===== config.mk =====
export PLATFORM = sky130hd
export DESIGN_NAME = competition_rank_engine
export DESIGN_NICKNAME = d
export VERILOG_FILES = /design/src/design/crk_pkg.sv /design/src/design/crk_ram.sv /design/src/design/crk_out.sv /design/src/design/competition_rank_engine.sv
export SDC_FILE = /design/constraint.sdc
export NUM_CORES = 2
export LEC_CHECK = 0
export BUFFER_PORTS_ARGS = -buffer_cell sky130_fd_sc_hd__buf_2
export CAP_MARGIN = 20
export CORE_UTILIZATION = 60
export CTS_CLUSTER_SIZE = 16
export DETAILED_ROUTE_END_ITERATION = 16
export HOLD_SLACK_MARGIN = 0.06
export PLACE_DENSITY = 0.76
export SETUP_SLACK_MARGIN = 0.05
export SLEW_MARGIN = 20
export SYNTH_ARGS = -nofsm -noshare
export SYNTH_HDL_FRONTEND = slang
export SYNTH_HIERARCHICAL = 1
export SYNTH_SLANG_ARGS = --single-unit

===== constraint.sdc =====
create_clock -name clk -period 12.3 [get_ports clk]
set_input_delay 0.615 -clock clk [delete_from_list [all_inputs] [get_ports clk]]
set_output_delay 0.615 -clock clk [all_outputs]
set_load 0.02 [all_outputs]

===== src/design/crk_pkg.sv =====
`default_nettype none

package crk_pkg;

    localparam int MAX_KEYS = 64;
    localparam int KEY_W    = 32;
    localparam int RANK_W   = 7;
    localparam int IDX_W    = $clog2(MAX_KEYS);
    localparam int CNT_W    = $clog2(MAX_KEYS + 1);

    typedef struct packed {
        logic              load;
        logic [RANK_W-1:0] rank;
        logic              end_of_set;
        logic              overflow;
    } out_load_t;

endpackage

`default_nettype wire


===== src/design/crk_ram.sv =====
`default_nettype none

module crk_ram #(
    parameter int WIDTH  = 32,
    parameter int DEPTH  = 64,
    parameter int ADDR_W = $clog2(DEPTH)
) (
    input  wire logic              clk,
    input  wire logic              we,
    input  wire logic [ADDR_W-1:0] waddr,
    input  wire logic [WIDTH-1:0]  wdata,
    input  wire logic              re,
    input  wire logic [ADDR_W-1:0] raddr,
    output logic      [WIDTH-1:0]  rdata
);

    logic [WIDTH-1:0] mem [DEPTH];

    // Read data holds until the next read.
    always_ff @(posedge clk)
    begin
        if (we)
        begin
            mem[waddr] <= wdata;
        end
        if (re)
        begin
            rdata <= mem[raddr];
        end
    end

endmodule

`default_nettype wire


===== src/design/crk_out.sv =====
`default_nettype none

module crk_out (
    input  wire logic                      clk,
    input  wire logic                      rst_n,
    input  wire crk_pkg::out_load_t        ld,
    output logic                           free,
    output logic                           out_valid,
    input  wire logic                      out_stall,
    output logic [crk_pkg::RANK_W-1:0]     rank,
    output logic                           end_of_set,
    output logic                           overflow
);

    import crk_pkg::*;

    logic              valid_reg;
    logic [RANK_W-1:0] rank_reg;
    logic              eos_reg;
    logic              ovf_reg;

    always_ff @(posedge clk or negedge rst_n)
    begin
        if (!rst_n)
        begin
            valid_reg <= 1'b0;
        end
        else if (ld.load)
        begin
            valid_reg <= 1'b1;
        end
        else if (!out_stall)
        begin
            valid_reg <= 1'b0;
        end
    end

    always_ff @(posedge clk)
    begin
        if (ld.load)
        begin
            rank_reg <= ld.rank;
            eos_reg  <= ld.end_of_set;
            ovf_reg  <= ld.overflow;
        end
    end

    // Slot can take a new result when empty or when its transfer completes now.
    assign free       = !valid_reg || !out_stall;
    assign out_valid  = valid_reg;
    assign rank       = rank_reg;
    assign end_of_set = eos_reg;
    assign overflow   = ovf_reg;

endmodule

`default_nettype wire


===== src/design/competition_rank_engine.sv =====
// Competition rank engine: loads a set of signed 32-bit keys and returns, in
// load order, each key's rank (1 + number of stored keys strictly smaller).
// Input channel: in_valid/in_stall carrying key and final_req; a transfer
// happens when in_valid is high and in_stall low. The block holds in_stall
// while it works on a key or emits results.
// Output channel: out_valid/out_stall carrying rank, end_of_set, overflow.
// After a key is taken, in_stall stays high while the block reads every stored
// key through the single read port of each memory, collects the last read and
// writes the new key's count. For the first key of a set, in_stall covers only
// the count write.
// After the final key's sweep, or after a dropped final key, results leave at
// one per cycle while the receiver does not stall; out_valid rises once the
// first count read has been loaded into the output register. A stall holds
// the output register and pauses the read stream; nothing is lost.
// Keys beyond 64 are dropped and every result of that set shows overflow.
// Reset empties the store at once (no clearing pass); memory contents are
// left as they are and only entries of the current set are read.
`default_nettype none

module competition_rank_engine (
    input  wire logic                              clk,
    input  wire logic                              rst_n,
    input  wire logic                              in_valid,
    output logic                                   in_stall,
    input  wire logic signed [crk_pkg::KEY_W-1:0]  key,
    input  wire logic                              final_req,
    output logic                                   out_valid,
    input  wire logic                              out_stall,
    output logic [crk_pkg::RANK_W-1:0]             rank,
    output logic                                   end_of_set,
    output logic                                   overflow
);

    import crk_pkg::*;

    localparam logic [1:0] ST_IDLE  = 2'd0;
    localparam logic [1:0] ST_SWEEP = 2'd1;
    localparam logic [1:0] ST_EMIT  = 2'd2;

    logic [1:0]              state_reg,   state_next;
    logic [CNT_W-1:0]        stored_reg,  stored_next;
    logic                    dropped_reg, dropped_next;
    logic                    final_reg,   final_next;
    logic [CNT_W-1:0]        rd_idx_reg,  rd_idx_next;
    logic                    rd_pend_reg, rd_pend_next;
    logic [IDX_W-1:0]        wb_idx_reg,  wb_idx_next;
    logic [CNT_W-1:0]        acc_reg,     acc_next;
    logic [CNT_W-1:0]        emit_n_reg,  emit_n_next;
    logic signed [KEY_W-1:0] newkey_reg;

    logic                    accept;
    logic                    key_we;
    logic                    key_re;
    logic signed [KEY_W-1:0] key_rdata;
    logic                    cnt_we;
    logic [IDX_W-1:0]        cnt_waddr;
    logic [CNT_W-1:0]        cnt_wdata;
    logic                    cnt_re;
    logic [CNT_W-1:0]        cnt_rdata;
    logic                    out_free;
    logic                    issue;
    out_load_t               ld;

    assign in_stall = (state_reg != ST_IDLE);
    assign accept   = in_valid && !in_stall;

    crk_ram #(.WIDTH(KEY_W), .DEPTH(MAX_KEYS)) u_key_mem (
        .clk   (clk),
        .we    (key_we),
        .waddr (stored_reg[IDX_W-1:0]),
        .wdata (key),
        .re    (key_re),
        .raddr (rd_idx_reg[IDX_W-1:0]),
        .rdata (key_rdata)
    );

    crk_ram #(.WIDTH(CNT_W), .DEPTH(MAX_KEYS)) u_cnt_mem (
        .clk   (clk),
        .we    (cnt_we),
        .waddr (cnt_waddr),
        .wdata (cnt_wdata),
        .re    (cnt_re),
        .raddr (rd_idx_reg[IDX_W-1:0]),
        .rdata (cnt_rdata)
    );

    crk_out u_out (
        .clk        (clk),
        .rst_n      (rst_n),
        .ld         (ld),
        .free       (out_free),
        .out_valid  (out_valid),
        .out_stall  (out_stall),
        .rank       (rank),
        .end_of_set (end_of_set),
        .overflow   (overflow)
    );

    always_comb
    begin
        state_next   = state_reg;
        stored_next  = stored_reg;
        dropped_next = dropped_reg;
        final_next   = final_reg;
        rd_idx_next  = rd_idx_reg;
        rd_pend_next = rd_pend_reg;
        wb_idx_next  = wb_idx_reg;
        acc_next     = acc_reg;
        emit_n_next  = emit_n_reg;
        key_we       = 1'b0;
        key_re       = 1'b0;
        cnt_we       = 1'b0;
        cnt_waddr    = wb_idx_reg;
        cnt_wdata    = cnt_rdata + CNT_W'(1);
        cnt_re       = 1'b0;
        issue        = 1'b0;
        ld           = '0;

        unique case (state_reg)
            ST_IDLE:
            begin
                if (accept)
                begin
                    if (stored_reg < CNT_W'(MAX_KEYS))
                    begin
                        key_we      = 1'b1;
                        final_next  = final_req;
                        rd_idx_next = '0;
                        acc_next    = '0;
                        state_next  = ST_SWEEP;
                    end
                    else
                    begin
                        dropped_next = 1'b1;
                        if (final_req)
                        begin
                            emit_n_next = stored_reg;
                            rd_idx_next = '0;
                            state_next  = ST_EMIT;
                        end
                    end
                end
            end

            ST_SWEEP:
            begin
                // Read entry rd_idx, write back entry wb_idx in the cycle after.
                issue        = (rd_idx_reg < stored_reg);
                key_re       = issue;
                cnt_re       = issue;
                rd_pend_next = issue;
                if (issue)
                begin
                    rd_idx_next = rd_idx_reg + CNT_W'(1);
                    wb_idx_next = rd_idx_reg[IDX_W-1:0];
                end
                if (rd_pend_reg)
                begin
                    if (key_rdata < newkey_reg)
                    begin
                        acc_next = acc_reg + CNT_W'(1);
                    end
                    else if (newkey_reg < key_rdata)
                    begin
                        cnt_we = 1'b1;
                    end
                end
                else if (!issue)
                begin
                    cnt_we      = 1'b1;
                    cnt_waddr   = stored_reg[IDX_W-1:0];
                    cnt_wdata   = acc_reg;
                    stored_next = stored_reg + CNT_W'(1);
                    if (final_reg)
                    begin
                        emit_n_next = stored_reg + CNT_W'(1);
                        rd_idx_next = '0;
                        state_next  = ST_EMIT;
                    end
                    else
                    begin
                        state_next = ST_IDLE;
                    end
                end
            end

            ST_EMIT:
            begin
                ld.load       = rd_pend_reg && out_free;
                ld.rank       = RANK_W'(cnt_rdata) + RANK_W'(1);
                ld.end_of_set = ((CNT_W'(wb_idx_reg) + CNT_W'(1)) == emit_n_reg);
                ld.overflow   = dropped_reg;
                issue         = (rd_idx_reg < emit_n_reg) && (!rd_pend_reg || ld.load);
                cnt_re        = issue;
                rd_pend_next  = issue || (rd_pend_reg && !ld.load);
                if (issue)
                begin
                    rd_idx_next = rd_idx_reg + CNT_W'(1);
                    wb_idx_next = rd_idx_reg[IDX_W-1:0];
                end
                if ((rd_idx_reg == emit_n_reg) && (!rd_pend_reg || ld.load))
                begin
                    stored_next  = '0;
                    dropped_next = 1'b0;
                    state_next   = ST_IDLE;
                end
            end

            default:
            begin
                state_next = ST_IDLE;
            end
        endcase
    end

    always_ff @(posedge clk or negedge rst_n)
    begin
        if (!rst_n)
        begin
            state_reg   <= ST_IDLE;
            stored_reg  <= '0;
            dropped_reg <= 1'b0;
            final_reg   <= 1'b0;
            rd_idx_reg  <= '0;
            rd_pend_reg <= 1'b0;
            wb_idx_reg  <= '0;
            acc_reg     <= '0;
            emit_n_reg  <= '0;
        end
        else
        begin
            state_reg   <= state_next;
            stored_reg  <= stored_next;
            dropped_reg <= dropped_next;
            final_reg   <= final_next;
            rd_idx_reg  <= rd_idx_next;
            rd_pend_reg <= rd_pend_next;
            wb_idx_reg  <= wb_idx_next;
            acc_reg     <= acc_next;
            emit_n_reg  <= emit_n_next;
        end
    end

    // Hold the key under comparison for the whole sweep.
    always_ff @(posedge clk)
    begin
        if (accept)
        begin
            newkey_reg <= key;
        end
    end

endmodule

`default_nettype wire


==> impl_metrics.yaml <==
layout:
  final_cell_mix: "edfxtp_1, mux4_2, clkbuf_16"
  finalNonFillerCells: 7288
  drive_gt1_share_pct: 25.5
  largest_registers: "u_key_mem/mem: 2048 flops, u_cnt_mem/mem: 448 flops"
  final_cell_area_sq_mm: 0.113
  area_growth_syn_to_layout_pct: 11.1
  top_register: "u_key_mem/mem"
  largest_register_ffs: 2048
  final_common_cell: "edfxtp_1"
  fillerInstances: 10016
  finish.utilization_pct: 67.4
  nNetsFinal: 4966
drt:
  drt_wl_total_microns: 255000
  first_iter_violations: 7464
  vias: 51134
  wire_per_inst_microns: 35.0
  via_per_inst: 7.02
  dr.pass1.iters: 6
  drc_errors: 0
  antenna_left: 0
power_and_ir_drop:
  clockPowerShare_pct: 30.6
  ir_drop_v: 0.000248
  p_int_mw: 16.7
  swShare_pct: 30.0
  switching_power_mw: 7.16
  p_leak_nw: 34.5
  p_comb_share_pct: 24.2
  powerDensity_mw_per_mm2: 211
  p_seq_share_pct: 45.2
  p_total_mw: 23.9
sta:
  maxClockFrequency_mhz: 172
  whs_ns: 0.260
  tightest_slew_ns: 1.15
  timing.final.ws_setup_ns: 6.49
  fin_setup_tns_ns: 0
  slew-limit-headroom_pct: 23.6
  clock_skew_ns: 0.0398
  slew_violations: 0
  rsz0062_at_grt: "no"
  period_share_pct: 47.3
  period_minus_slack_ns: 5.81
  final_hold_viol_count: 0
  finalSetupViolations: 0
placement:
  dp_slack_ns: 6.53
  place_inst: 6833
  dp_hpwl_microns: 134000
  io_buffers: 47
  place_congestion: 0.859
  place_area_sq_mm: 0.105
clock_tree:
  clk_path_buf_depth: 3
  clkLatencyLatePin_ns: 0.90
  htreeDepth: 4
  clk_pin_slew_ns: 0.06
  cts_tree: "done"
  clock-sinks: 2616
  post_cts_buffers: 0
  cts_root_buf: "clkbuf_16"
  numCtsBuffers: 241
setup_path:
  startpoint_type: "register"
  cpMaxStageDelayCell: "dfrtp_4"
  cp.required_ns: 12.90
  crit_chain: "buf_4 > buf_4 > buf_12 > mux4_2 > mux4_2 > o22ai_1 > nor2_1"
  end_kind: "register"
  path_max_fanout: 93
  cp.arrival_ns: 6.41
  critical_path.startpoint: "rd_idx_reg[0]"
  cp_slowest_stage_delay_ns: 0.98
  r2r_start: "rd_idx_reg[0]"
  critical_path_class: "register to register"
grt:
  grt_max_degree: 109
  met1_usage_pct: 42.6
  antenna_found_initial: 18
  grt-busiest-layer: "met2"
  grtUsageTotal_pct: 30.5
  met3_usage_pct: 6.70
  grt_pass1_wl_microns: 365000
  gr-total-overflow: 0
  met2_usage_pct: 47.1
  grt_pass1_vias: 51496
floorplan:
  num_rows: 150
  io_pins: 48
  die_area_sq_mm: 0.171
  start_util_pct: 60.7
  die-width_microns: 414
  coreArea_sq_mm: 0.168
  die_y_microns: 414
hold_path:
  min_from: "in_valid"
  hold_path.class: "primary input to register"
logic_synthesis:
  yosys_warnings: 6
  ys_seq_area_share_pct: 77.1
  syn_area_per_cell_sq_um: 21.8
  synth_nets: 4762
  ys_types: 67
  synthCells: 4671
  async_reset_ff_share_pct: 1.53
  synth-edff-count: 2576
  synth_area_sq_mm: 0.102
  ys_ff_latch: 2616
  ys.flop_type: "edfxtp_1"
outcome:
  outcome: "completed"
run:
  timing.max_cap.violations: 0
==> power groups by stage <==
stage                     clock, mW  sequential [mW]  combinational [mW]
after floorplan                   0             10.9                3.63
after global placement            0             11.0                5.58
after detailed placement          0             11.0                5.66
after CTS                      7.37             10.8                5.74
after global routing           7.70             10.8                6.01
final                          7.30             10.8                5.77
==> path summary, 6_finish.rpt <==
path	endpoint	slack (ns)	cells after the start
setup / recovery	u_key_mem/rdata[10]	6.49	7
hold / removal	dropped_reg	0.26	4
setup reg to reg	u_key_mem/rdata[10]	6.49	7
hold reg to reg	u_out/out_valid	0.50	1
max in group asynchronous	rd_idx_reg[0]	11.15	2
min in group asynchronous	u_out/out_valid	0.45	2
==> metal layers <==
metal | share of wire [%] | up-vias
met4 | 4.5 | 6
met1 | 36 | 26734
li1 | - | 20062
met5 | 0.016 | -
met2 | 48 | 3687
met3 | 12 | 645
==> cell type report <==
type                    instances  area, sq um  area share (%)
diodes                          5         12.5          0.0111
clock buffers                 290         6240            5.52
clock inverters               157         1450            1.28
inverters                      57          214           0.189
multi-input cells            1760        22500            19.9
flip-flops and latches       2616        78400            69.4
well taps                    2204         2760            2.44
repair buffers                199         1450            1.28
==> cell families after synthesis <==
family	share of synthesized area, %
buf+inv	1.38
xor+xnor	0.155
simple gates	2.35
fa+ha+maj	0.665
mux	15.8
compound gates	2.54
flops	77.1
==> timing repair <==
item                      in CTS  in global routing
hold endpoints to repair      42                  0
resized for setup              0                  0
hold buffers                   3                  0
==> critical path, delay by kind of cell (launching register included) <==
kind	cells	cell delay (ns)
AO/OA/AOI/OAI	1	0.61
flip-flops	1	0.98
AND/OR/NAND/NOR	1	0.19
buffers and inverters	3	2.26
multiplexers	2	1.15
==> synthesized netlist by cell type, drive strengths merged (11+ instances only) <==
library cell | n | area, sq um
a21oi | 104 | 524
nor2 | 246 | 923
dfrtp | 40 | 1000
inv | 57 | 214
buf | 135 | 803
nor3 | 26 | 130
nand4 | 20 | 125
a22oi | 20 | 150
or3 | 11 | 71.3
nand2b | 18 | 113
o22ai | 97 | 607
mux2 | 13 | 146
edfxtp | 2576 | 77400
and3 | 16 | 100
ha | 54 | 676
o31ai | 15 | 113
mux4 | 656 | 14800
xnor2 | 13 | 114
o21ai | 40 | 200
nand2 | 74 | 278
mux2i | 117 | 1170
o221ai | 37 | 324
a21o | 12 | 90.1
nand3 | 33 | 165
nor2b | 27 | 176
clkbuf | 103 | 387
Power figures use the tool's default switching activity.
